[config.mk]
export PLATFORM = sky130hd
export DESIGN_NAME = pixel_scale_dither_to_mono_core
export DESIGN_NICKNAME = d
export VERILOG_FILES = /design/src/design/psdtm_pkg.sv /design/src/design/pixel_scale_dither_to_mono_core.sv /design/src/design/psdtm_map.sv
export SDC_FILE = /design/constraint.sdc
export NUM_CORES = 1
export LEC_CHECK = 0
export BUFFER_PORTS_ARGS = -buffer_cell sky130_fd_sc_hd__buf_2
export CAP_MARGIN = 30
export CORE_UTILIZATION = 38
export DETAILED_ROUTE_END_ITERATION = 7
export PLACE_DENSITY = 0.6
export SLEW_MARGIN = 0
export SYNTH_ARGS = -nofsm -noshare
export SYNTH_HDL_FRONTEND = slang
export SYNTH_HIERARCHICAL = 1
export SYNTH_SLANG_ARGS = --single-unit
[constraint.sdc]
create_clock -name i_clk -period 8 [get_ports i_clk]
set_input_delay 2 -clock i_clk [delete_from_list [all_inputs] [get_ports i_clk]]
set_output_delay 2 -clock i_clk [all_outputs]
set_load 0.01 [all_outputs]
[src/design/psdtm_pkg.sv]
// Shared types, register indexes and parameter defaults for the mono dither pixel mapper.
`timescale 1ns / 1ps

package psdtm_pkg;

    localparam int DEF_SOURCE_WIDTH    = 128;
    localparam int DEF_SCALED_WIDTH    = 240;
    localparam int DEF_DISPLAY_COLUMNS = 400;

    localparam int CFG_INDEX_W = 2;
    localparam int CFG_DATA_W  = 2;

    localparam logic [CFG_INDEX_W-1:0] CFG_SCALE_ENABLE = 2'd0;
    localparam logic [CFG_INDEX_W-1:0] CFG_PIXEL_FORMAT = 2'd1;
    localparam logic [CFG_INDEX_W-1:0] CFG_SET_IS_WHITE = 2'd2;

    typedef enum logic [1:0] {
        FMT_ONE_BIT = 2'd0,
        FMT_RGB332  = 2'd1,
        FMT_RGB565  = 2'd2
    } t_pix_fmt;

    typedef struct packed {
        logic       scale_enable;
        logic [1:0] pixel_format;
        logic       set_is_white;
    } t_cfg;

    typedef struct packed {
        logic [8:0] display_column;
        logic [1:0] pixel_count;
        logic       first_white;
        logic       second_white;
    } t_result;

endpackage

[src/design/pixel_scale_dither_to_mono_core.sv]
// Top level of the mono dither pixel mapper: handshake stages and configuration registers.
// A word accepted at the input is held in the input register and then in the result register, where it is valid.
// Throughput: one word per cycle while the output is not stalled; the input register and the result register form an
// elastic two-stage pipeline, so one more word is taken while a result waits.
// Reset clears both stage valids and sets scale_enable 0, pixel_format RGB565 and
// set_is_white 1.
`timescale 1ns / 1ps

module pixel_scale_dither_to_mono_core #(
    parameter int SOURCE_WIDTH    = psdtm_pkg::DEF_SOURCE_WIDTH,
    parameter int SCALED_WIDTH    = psdtm_pkg::DEF_SCALED_WIDTH,
    parameter int DISPLAY_COLUMNS = psdtm_pkg::DEF_DISPLAY_COLUMNS
) (
    input  logic                             i_clk,
    input  logic                             i_rst_n,
    input  logic                             i_cfg_we,
    input  logic [psdtm_pkg::CFG_INDEX_W-1:0] i_cfg_index,
    input  logic [psdtm_pkg::CFG_DATA_W-1:0]  i_cfg_data,
    input  logic                             i_in_valid,
    output logic                             o_in_ready,
    input  logic [15:0]                      i_pixel_value,
    input  logic [6:0]                       i_source_column,
    input  logic [7:0]                       i_display_row,
    output logic                             o_out_valid,
    input  logic                             i_out_ready,
    output logic [8:0]                       o_display_column,
    output logic [1:0]                       o_pixel_count,
    output logic                             o_first_white,
    output logic                             o_second_white
);

    psdtm_pkg::t_cfg    r_cfg;
    logic               r_in_valid;
    logic [15:0]        r_pix;
    logic [6:0]         r_col;
    logic [1:0]         r_row_phase;
    logic               r_out_valid;
    psdtm_pkg::t_result r_res;
    psdtm_pkg::t_result w_res;
    logic               w_out_free;
    logic               w_in_ready;

    assign w_out_free = !r_out_valid || i_out_ready;
    assign w_in_ready = !r_in_valid || w_out_free;

    always_ff @(posedge i_clk) begin
        if (!i_rst_n) begin
            r_cfg.scale_enable <= 1'b0;
            r_cfg.pixel_format <= psdtm_pkg::FMT_RGB565;
            r_cfg.set_is_white <= 1'b1;
        end else if (i_cfg_we) begin
            case (i_cfg_index)
                psdtm_pkg::CFG_SCALE_ENABLE: begin
                    r_cfg.scale_enable <= i_cfg_data[0];
                end
                psdtm_pkg::CFG_PIXEL_FORMAT: begin
                    r_cfg.pixel_format <= i_cfg_data[1:0];
                end
                psdtm_pkg::CFG_SET_IS_WHITE: begin
                    r_cfg.set_is_white <= i_cfg_data[0];
                end
                default: begin
                end
            endcase
        end
    end

    always_ff @(posedge i_clk) begin
        if (!i_rst_n) begin
            r_in_valid  <= 1'b0;
            r_out_valid <= 1'b0;
        end else begin
            if (w_in_ready) begin
                r_in_valid <= i_in_valid;
            end
            if (w_out_free) begin
                r_out_valid <= r_in_valid;
            end
        end
    end

    always_ff @(posedge i_clk) begin
        if (i_in_valid && w_in_ready) begin
            r_pix       <= i_pixel_value;
            r_col       <= i_source_column;
            r_row_phase <= i_display_row[1:0];
        end
        if (r_in_valid && w_out_free) begin
            r_res <= w_res;
        end
    end

    psdtm_map #(
        .SOURCE_WIDTH    (SOURCE_WIDTH),
        .SCALED_WIDTH    (SCALED_WIDTH),
        .DISPLAY_COLUMNS (DISPLAY_COLUMNS)
    ) u_map (
        .i_cfg           (r_cfg),
        .i_pixel_value   (r_pix),
        .i_source_column (r_col),
        .i_row_phase     (r_row_phase),
        .o_res           (w_res)
    );

    assign o_in_ready       = w_in_ready;
    assign o_out_valid      = r_out_valid;
    assign o_display_column = r_res.display_column;
    assign o_pixel_count    = r_res.pixel_count;
    assign o_first_white    = r_res.first_white;
    assign o_second_white   = r_res.second_white;

    a_centred_count: assert property (@(posedge i_clk) disable iff (!i_rst_n)
        (o_out_valid && !r_cfg.scale_enable) |-> (o_pixel_count == 2'd1))
        else $error("centred mapping gave a count other than one");

    a_second_unused: assert property (@(posedge i_clk) disable iff (!i_rst_n)
        (o_out_valid && (o_pixel_count != 2'd2)) |-> !o_second_white)
        else $error("second pixel white although not covered");

    a_empty_span: assert property (@(posedge i_clk) disable iff (!i_rst_n)
        (o_out_valid && (o_pixel_count == 2'd0)) |-> !o_first_white)
        else $error("first pixel white on an empty span");

    a_mono_pair: assert property (@(posedge i_clk) disable iff (!i_rst_n)
        (o_out_valid && (r_cfg.pixel_format == psdtm_pkg::FMT_ONE_BIT)
         && (o_pixel_count == 2'd2)) |-> (o_first_white == o_second_white))
        else $error("one-bit pixel gave two different display pixels");

    a_full_stall: assert property (@(posedge i_clk) disable iff (!i_rst_n)
        (r_in_valid && o_out_valid && !i_out_ready) |-> !o_in_ready)
        else $error("input taken while both stages are full and stalled");

endmodule

[src/design/psdtm_map.sv]
// Column mapping, brightness weighting and ordered-dither decision for one source pixel.
`timescale 1ns / 1ps

module psdtm_map #(
    parameter int SOURCE_WIDTH    = psdtm_pkg::DEF_SOURCE_WIDTH,
    parameter int SCALED_WIDTH    = psdtm_pkg::DEF_SCALED_WIDTH,
    parameter int DISPLAY_COLUMNS = psdtm_pkg::DEF_DISPLAY_COLUMNS
) (
    input  psdtm_pkg::t_cfg    i_cfg,
    input  logic [15:0]        i_pixel_value,
    input  logic [6:0]         i_source_column,
    input  logic [1:0]         i_row_phase,
    output psdtm_pkg::t_result o_res
);

    localparam int CENTRE_OFFS = (DISPLAY_COLUMNS - SOURCE_WIDTH) / 2;
    localparam int SCALE_OFFS  = (DISPLAY_COLUMNS - SCALED_WIDTH) / 2;
    localparam int COLUMNS     = 128;

    localparam logic [7:0] BAYER [4][4] = '{
        '{8'd8,   8'd136, 8'd40,  8'd168},
        '{8'd200, 8'd72,  8'd232, 8'd104},
        '{8'd56,  8'd184, 8'd24,  8'd152},
        '{8'd248, 8'd120, 8'd216, 8'd88}
    };

    logic [8:0]  w_col_tab [COLUMNS];
    logic [1:0]  w_cnt_tab [COLUMNS];

    // The scaled edge table is worked out at elaboration, one entry per source column.
    for (genvar gx = 0; gx < COLUMNS; gx++) begin : g_edge
        localparam int LO   = (gx * SCALED_WIDTH + SOURCE_WIDTH - 1) / SOURCE_WIDTH;
        localparam int HI   = ((gx + 1) * SCALED_WIDTH + SOURCE_WIDTH - 1) / SOURCE_WIDTH;
        localparam int EDGE = SCALE_OFFS + LO;
        localparam int SPAN = HI - LO;
        assign w_col_tab[gx] = 9'(EDGE);
        assign w_cnt_tab[gx] = (SPAN > 2) ? 2'd2 : 2'(SPAN);
    end

    logic [8:0]  w_col;
    logic [1:0]  w_cnt;
    logic [15:0] w_rgb;
    logic [7:0]  w_r8;
    logic [7:0]  w_g8;
    logic [7:0]  w_b8;
    logic [15:0] w_lum_sum;
    logic [7:0]  w_lum;
    logic [1:0]  w_phase1;
    logic        w_mono;
    logic        w_w0;
    logic        w_w1;

    always_comb begin
        if (i_cfg.scale_enable) begin
            w_col = w_col_tab[i_source_column];
            w_cnt = w_cnt_tab[i_source_column];
        end else begin
            w_col = 9'(CENTRE_OFFS) + {2'b00, i_source_column};
            w_cnt = 2'd1;
        end
    end

    always_comb begin
        case (i_cfg.pixel_format)
            psdtm_pkg::FMT_RGB332: begin
                w_rgb = {5'((6'({3'b000, i_pixel_value[7:5]}) * 6'd9) >> 1),
                         6'({3'b000, i_pixel_value[4:2]}) * 6'd9,
                         5'((8'({6'b000000, i_pixel_value[1:0]}) * 8'h55) >> 3)};
            end
            default: begin
                w_rgb = i_pixel_value;
            end
        endcase
    end

    assign w_r8      = {w_rgb[15:11], 3'b000};
    assign w_g8      = {w_rgb[10:5], 2'b00};
    assign w_b8      = {w_rgb[4:0], 3'b000};
    assign w_lum_sum = {8'd0, w_r8} * 16'd77 + {8'd0, w_g8} * 16'd150
                     + {8'd0, w_b8} * 16'd29;
    assign w_lum     = w_lum_sum[15:8];
    assign w_phase1  = w_col[1:0] + 2'd1;
    assign w_mono    = (i_pixel_value[0] == i_cfg.set_is_white);

    always_comb begin
        if (i_cfg.pixel_format == psdtm_pkg::FMT_ONE_BIT) begin
            w_w0 = w_mono;
            w_w1 = w_mono;
        end else begin
            w_w0 = (w_lum > BAYER[i_row_phase][w_col[1:0]]);
            w_w1 = (w_lum > BAYER[i_row_phase][w_phase1]);
        end
    end

    assign o_res.display_column = w_col;
    assign o_res.pixel_count    = w_cnt;
    assign o_res.first_white    = w_w0 && (w_cnt != 2'd0);
    assign o_res.second_white   = w_w1 && (w_cnt == 2'd2);

endmodule

==> results of run 1 <==
-- metrics by stage --
| step | hold WS, ns | std cells | total power (W) | utilization | instance area [sq um] |
|---|---|---|---|---|---|
| finish | 0.5274 | 726 | 0.001637 | 0.4369 | 5514 |
| global route | 0.5376 | 726 | 0.001849 | 0.4369 | 5514 |
| CTS | 0.5257 | 726 | 0.001659 | 0.4369 | 5514 |
| detailed placement | 0.4921 | 719 | 0.001386 | 0.4223 | 5329 |
| global placement | 0.4797 | 719 | 0.001349 | 0.4223 | 5329 |
| floorplan | 0.4574 | 510 | 0.001174 | - | 4916 |
-- final timing paths --
path	cells past startpoint	startpoint	to
worst max-delay path	24	r_cfg[1]	o_second_white
worst min-delay path	1	r_cfg[0]	r_cfg[0]
worst max register to register	24	r_cfg[1]	o_second_white
worst min register to register	1	r_cfg[0]	r_cfg[0]
-- power breakdown --
part	total, W	internal [W]	switching, W
clock	0.000259	0.000177	0.0000824
sequential	0.000286	0.000271	0.0000153
combinational	0.00109	0.000501	0.000590
total	0.00164	0.000949	0.000688
-- final cells by class --
cell class              count  area [sq um]
clock buffers               5         125.1
clock inverters             2         60.06
multi-input cells         394          3376
repair buffers             50         255.2
well taps                 172         215.2
flip-flops and latches     44          1261
inverters                  59         221.5
fillers                  1235          7106
-- routing by layer --
metal  vias to the layer above  share of wire
met5                         -              0
met4                         0         0.0071
met3                         6          0.030
met2                        69           0.46
met1                      1684           0.50
li1                       1907              -
-- cells by family after synthesis --
kind of cell | Yosys count
DFF | 44
muxes | 12
adders and majority gates | 110
AOI/OAI and AO/OA | 119
buffers and inverters | 72
xor gates and xnor gates | 37
and+or+nand+nor | 116
-- state kept, by name, indices dropped and copies added, names as in the netlist --
signal            cells
o_pixel_count         2
o_second_white        1
r_pix                16
r_col                 7
o_display_column      9
r_row_phase           2
o_out_valid           1
r_in_valid            1
o_first_white         1
r_cfg                 4
-- cell usage in the layout (no fill, tap or decap), types with 9 or more instances in the layout --
cell type / synthesis / final
sky130_fd_sc_hd__xor2_1: 10 / 10
sky130_fd_sc_hd__o21ai_0: 22 / 22
sky130_fd_sc_hd__edfxtp_1: 38 / 38
sky130_fd_sc_hd__nor2_1: 23 / 23
sky130_fd_sc_hd__a21oi_1: 39 / 38
sky130_fd_sc_hd__nand3_1: 9 / 9
sky130_fd_sc_hd__inv_1: 57 / 57
sky130_fd_sc_hd__nand2_1: 41 / 41
sky130_fd_sc_hd__xnor2_1: 27 / 27
sky130_fd_sc_hd__ha_1: 88 / 88
sky130_fd_sc_hd__buf_2: 1 / 48
sky130_fd_sc_hd__fa_1: 20 / 20
==> reports/summary.json, run 1 <==
{
  "synthMuxAreaShare": 0.02647,
  "synth.distinct_cells": 69,
  "power.leakage_nw": 2.493,
  "skew_ns": 0.008662,
  "area_delta_synth_final_pct": 12.17,
  "critical_path.slowest_cell": "sky130_fd_sc_hd__mux2i_2",
  "peakVddDrop_mv": 0.1414,
  "setup_violations": 0,
  "dominant_synthesized_flop_cell": "sky130_fd_sc_hd__edfxtp_1",
  "place_worst_setup_slack_ns": 0.8327,
  "busiest_layer": "met2",
  "floorplan.core_area_sq_um": 12620,
  "grt_setup_unrepaired": "false",
  "clock_latency_ns": 0.29,
  "fp.dieW_microns": 115.7,
  "slew_headroom": 0.4515,
  "groute.layer.met3.usage": 0.01778,
  "outcome": "finished clean",
  "post_synth_main_area_contributors": "sky130_fd_sc_hd__edfxtp_1 (23%), sky130_fd_sc_hd__ha_1 (22%), sky130_fd_sc_hd__fa_1 (8.1%), sky130_fd_sc_hd__xnor2_1 (4.8%), sky130_fd_sc_hd__inv_1 (4.4%)",
  "synth_async_sr_flop_share": 0,
  "wirelength_mm": 10.16,
  "htree_levels": 2,
  "worst-endpoint-required_ns": 8.01,
  "cp.buffers_inverters": 2,
  "crit_path_cell_trace": "nor2b_4 > mux2i_2 > inv_1 > ha_1 > ha_1 > fa_1 > fa_1 > a21o_1 > a21oi_1 > xor2_1 > fa_1 > inv_1 > ha_1 > nand3_1 > a211oi_1 > a2111oi_2 > o31ai_1 > xnor2_1 > ha_1 > and3_1 > a21oi_1 > nand2_1 > a21oi_1 > a211oi_1",
  "first_iter_violations": 144,
  "grt_pass1_vias": 3591,
  "globalRouteOverflowTotal": 0,
  "cts-hold-fix-buffers": 0,
  "synth_top_cells_by_count": "sky130_fd_sc_hd__ha_1 (88), sky130_fd_sc_hd__inv_1 (57), sky130_fd_sc_hd__nand2_1 (41)",
  "clock_tree.buffer_depth": 2,
  "cp_top_family": "adder cells",
  "m1_gr_usage": 0.2283,
  "power-per-cell-area_nw_per_um2": 296.9,
  "min_period_ns": 7.174,
  "cp.arrival_ns": 7.18,
  "criticalPathCategory": "reg2reg",
  "final_hold_violation_count": 0,
  "synth_compound_gate_area_share": 0.1619,
  "cts-root-buf": "sky130_fd_sc_hd__clkbuf_16",
  "seq_area_frac_synth": 0.2566,
  "start_kind": "register",
  "hp-class": "reg2reg",
  "n_antenna_cell": 0,
  "finalCritPeriodShare": 0.8968,
  "postSynthAreaPerCell_sq_um": 9.639,
  "synth-simple-area-share": 0.1222,
  "drive_gt1_frac": 0.1354,
  "maximum_number_of_pins_on_one_net_before_global_route_repair": 29,
  "detail-route-antenna-nets": 0,
  "highest_net_fanout_along_the_worst_path": 12,
  "syn_nets": 658,
  "place.port_buffers": 48,
  "yosys.area_share.xor_xnor": 0.06592,
  "ff2ff_setup_slack_ns": 0.83,
  "synth-edff-count": 38,
  "final.setup.worst_slack_ns": 0.8257,
  "viasPerCell": 5.050,
  "synth_fa_ha_area_frac": 0.3095,
  "setup_tns_ns": 0,
  "drt_pass1_iterations": 5,
  "critical_path.endpoint_type": "register",
  "yosys_warnings": 6,
  "grt_first_pass_wirelength_mm": 17.26,
  "timing.final.max_slew_violations": 0,
  "place.detailed.hpwl_mm": 8.355,
  "num-nets-final": 702,
  "detailroute.via_count": 3666,
  "chipHeight_microns": 115.7,
  "synth_seq_cells": 44,
  "synth.top_cell.area_share": 0.2321,
  "all_layer_global_routing_usage": 0.1633,
  "design.portCount": 55,
  "most_frequent_cell_after_synthesis": "sky130_fd_sc_hd__ha_1",
  "cts_made_buffers": 5,
  "grt.met2_usage": 0.2735,
  "grt_antenna_before_repair": 0,
  "cts.clk_slew.worst_paths_ns": 0.06,
  "worst_path_most_repeated_cell": "sky130_fd_sc_hd__ha_1",
  "cell_area_synth_sq_um": 4916,
  "slew_worst_pin_ns": 0.8228,
  "initial_core_utilization": 0.3895,
  "full_die_area_sq_um": 13400,
  "post_synth_inst_count": 510,
  "tritoncts": "built",
  "cts.repair.resized": 0,
  "average_wire_per_standard_cell_microns": 14.00,
  "globalplace.congestion": 0.8700,
  "core.rowCount": 41,
  "drt_drc_violations_left": 0,
  "synth_top_area_cell": "sky130_fd_sc_hd__edfxtp_1",
  "fmax_ghz": 0.1394,
  "largest_stage_delay_on_the_critical_path_ns": 0.62,
  "drv_cap": 0,
  "setup_bufs_post_cts": 0,
  "clock_sinks": 44,
  "synth_top_family_by_area": "adder cells"
}
Note: power is estimated with default switching activity, not from simulation.
==> run 2: changes to the inputs <==
--- a/config.mk
+++ b/config.mk
@@ -7,9 +7,10 @@
 export LEC_CHECK = 0
 export BUFFER_PORTS_ARGS = -buffer_cell sky130_fd_sc_hd__buf_2
 export CAP_MARGIN = 30
-export CORE_UTILIZATION = 38
+export CORE_UTILIZATION = 30
+export CTS_BUF_LIST = sky130_fd_sc_hd__clkbuf_8
 export DETAILED_ROUTE_END_ITERATION = 7
-export PLACE_DENSITY = 0.6
+export PLACE_DENSITY = 0.5
 export SLEW_MARGIN = 0
 export SYNTH_ARGS = -nofsm -noshare
 export SYNTH_HDL_FRONTEND = slang
==> constraint.sdc (replaced) <==
create_clock -name i_clk -period 9.03 [get_ports i_clk]
set_input_delay 2.2575 -clock i_clk [delete_from_list [all_inputs] [get_ports i_clk]]
set_output_delay 2.2575 -clock i_clk [all_outputs]
set_load 0.01 [all_outputs]
==> reports/summary.json, run 2 (same netlist as run 1, synthesis figures left out) <==
{
  "power-per-cell-area_nw_per_um2": 247.1,
  "globalplace.congestion": 0.8471,
  "viasPerCell": 4.786,
  "cts-root-buf": "sky130_fd_sc_hd__clkbuf_8",
  "place.port_buffers": 48,
  "maximum_number_of_pins_on_one_net_before_global_route_repair": 29,
  "switching_share": 0.4575,
  "grt_pass1_vias": 3599,
  "grt_first_pass_wirelength_mm": 17.75,
  "final_hold_violation_count": 0,
  "first_iter_violations": 225,
  "hp-class": "reg2reg",
  "setup_violations": 0,
  "globalRouteOverflowTotal": 0,
  "cts_made_buffers": 5,
  "detailroute.via_count": 3695,
  "cp.arrival_ns": 7.25,
  "worst-endpoint-required_ns": 9.08,
  "grt_antenna_before_repair": 0,
  "final_core_util": 0.3435,
  "dp.cells": 764,
  "wirelength_mm": 10.89,
  "criticalPathCategory": "reg2reg",
  "grt_setup_unrepaired": "false",
  "critical_path.endpoint_type": "register",
  "clock_tree.buffer_depth": 2,
  "average_wire_per_standard_cell_microns": 14.10,
  "ff_latch_area_sq_um": 1261,
  "core.rowCount": 46,
  "setup_tns_ns": 0,
  "drive_gt1_frac": 0.1367,
  "largest_reg_flops": 16,
  "min_delay_path_depth": 1,
  "start_kind": "register",
  "commonest_cells_after_routing_fill_and_taps_aside": "sky130_fd_sc_hd__ha_1 (88), sky130_fd_sc_hd__inv_1 (58), sky130_fd_sc_hd__buf_2 (48)",
  "htree_levels": 2,
  "num-nets-final": 703,
  "place.detailed.hpwl_mm": 8.902,
  "pwr-share-seq": 0.187,
  "worst_r2r_path_depth": 24,
  "drt_drc_violations_left": 0,
  "cts.repair.resized": 0,
  "filler_cell_count": 1634,
  "cts-hold-fix-buffers": 0,
  "min_period_ns": 7.200,
  "design.portCount": 55,
  "multi_input_comb_area_sq_um": 3376,
  "initial_core_utilization": 0.3084,
  "setup_bufs_post_cts": 0,
  "top_register": "r_pix",
  "full_die_area_sq_um": 16900,
  "peakVddDrop_mv": 0.1302,
  "drv_cap": 0,
  "detail-route-antenna-nets": 0,
  "outcome": "finished clean",
  "drt_pass1_iterations": 4,
  "chipHeight_microns": 130.0,
  "fmax_ghz": 0.1389,
  "clock_latency_ns": 0.31,
  "slew_worst_pin_ns": 0.8049,
  "power.leakage_nw": 2.454,
  "internal-power_w": 0.0007342,
  "skew_ns": 0.01044,
  "p_comb_frac": 0.720,
  "highest_net_fanout_along_the_worst_path": 12,
  "slew_headroom": 0.4634,
  "layout_commonest_cell": "sky130_fd_sc_hd__ha_1",
  "n_antenna_cell": 0,
  "area_delta_synth_final_pct": 11.40,
  "switchingPower_w": 0.0006191,
  "cts.clk_slew.worst_paths_ns": 0.09,
  "tritoncts": "built",
  "fp.dieW_microns": 130.0,
  "all_layer_global_routing_usage": 0.1356,
  "clockPowerShare": 0.093,
  "timing.final.max_slew_violations": 0,
  "floorplan.core_area_sq_um": 15940,
  "finalCritPeriodShare": 0.7974,
  "final-instance-count-excl-fill": 772,
  "clock_sinks": 44
}
[run 2: cell types whose count changed in the layout (fill, tap and decap cells not counted)]
cell,delta
sky130_fd_sc_hd__clkbuf_16,-5
sky130_fd_sc_hd__clkinv_2,+1
sky130_fd_sc_hd__buf_4,+1
sky130_fd_sc_hd__bufinv_16,-2
sky130_fd_sc_hd__clkbuf_8,+5
sky130_fd_sc_hd__inv_1,+1
sky130_fd_sc_hd__clkinvlp_4,+1
[run 2: metrics by stage]
step                hold slack (ns)  power (W)  worst slack (ns)  area [sq um]
floorplan                    0.4574   0.001040             2.831          4916
global placement             0.4726   0.001210             1.860          5391
detailed placement           0.4951   0.001230             1.779          5391
CTS                          0.5148   0.001367             1.757          5477
global route                 0.5356   0.001517             1.297          5477
finish                       0.5174   0.001353             1.830          5477
[run 2: final timing paths]
| check | end | from | slack [ns] |
|---|---|---|---|
| max | o_second_white | r_cfg[1] | 1.83 |
| min | r_cfg[0] | r_cfg[0] | 0.52 |
| max reg2reg | o_second_white | r_cfg[1] | 1.83 |
| min reg2reg | r_cfg[0] | r_cfg[0] | 0.52 |
[run 2: area by class of cell]
type	instances	share of cell area
Clock inverter	3	0.002970
Multi-Input combinational cell	394	0.6164
Inverter	59	0.04044
Timing Repair Buffer	51	0.04798
Tap cell	216	0.04935
Clock buffer	5	0.01257
Sequential cell	44	0.2303
[run 2: routing by layer]
metal | track usage | vias up | part of all wire
met1 | 0.1952 | 1724 | 0.52
met4 | 0.03078 | 0 | 0.0091
met3 | 0.01394 | 6 | 0.026
met5 | 0 | - | 0
met2 | 0.2183 | 56 | 0.44
li1 | - | 1909 | -
[run 2: power groups by stage]
stage | registers (W) | clock network, W | logic [W]
after floorplan | 0.000253 | 0 | 0.000787
after global placement | 0.000257 | 0 | 0.000953
after detailed placement | 0.000257 | 0 | 0.000973
after CTS | 0.000253 | 0.000134 | 0.000981
after global routing | 0.000255 | 0.000139 | 0.00112
final | 0.000252 | 0.000126 | 0.000975
[run 2: worst max-delay path, cell delays in order, from the launching register on]
cell and delay [ns]:
sky130_fd_sc_hd__dfxtp_1 0.46, sky130_fd_sc_hd__nor2b_4 0.39, sky130_fd_sc_hd__mux2i_2 0.62, sky130_fd_sc_hd__inv_1 0.15, sky130_fd_sc_hd__ha_1 0.33, sky130_fd_sc_hd__ha_1 0.30
sky130_fd_sc_hd__fa_1 0.53, sky130_fd_sc_hd__fa_1 0.49, sky130_fd_sc_hd__a21o_1 0.20, sky130_fd_sc_hd__a21oi_1 0.21, sky130_fd_sc_hd__xor2_1 0.13, sky130_fd_sc_hd__fa_1 0.51
sky130_fd_sc_hd__inv_1 0.04, sky130_fd_sc_hd__ha_1 0.36, sky130_fd_sc_hd__nand3_1 0.12, sky130_fd_sc_hd__a211oi_1 0.50, sky130_fd_sc_hd__a2111oi_2 0.17, sky130_fd_sc_hd__o31ai_1 0.31
sky130_fd_sc_hd__xnor2_1 0.20, sky130_fd_sc_hd__ha_1 0.30, sky130_fd_sc_hd__and3_1 0.22, sky130_fd_sc_hd__a21oi_1 0.15, sky130_fd_sc_hd__nand2_1 0.07, sky130_fd_sc_hd__a21oi_1 0.11
sky130_fd_sc_hd__a211oi_1 0.08
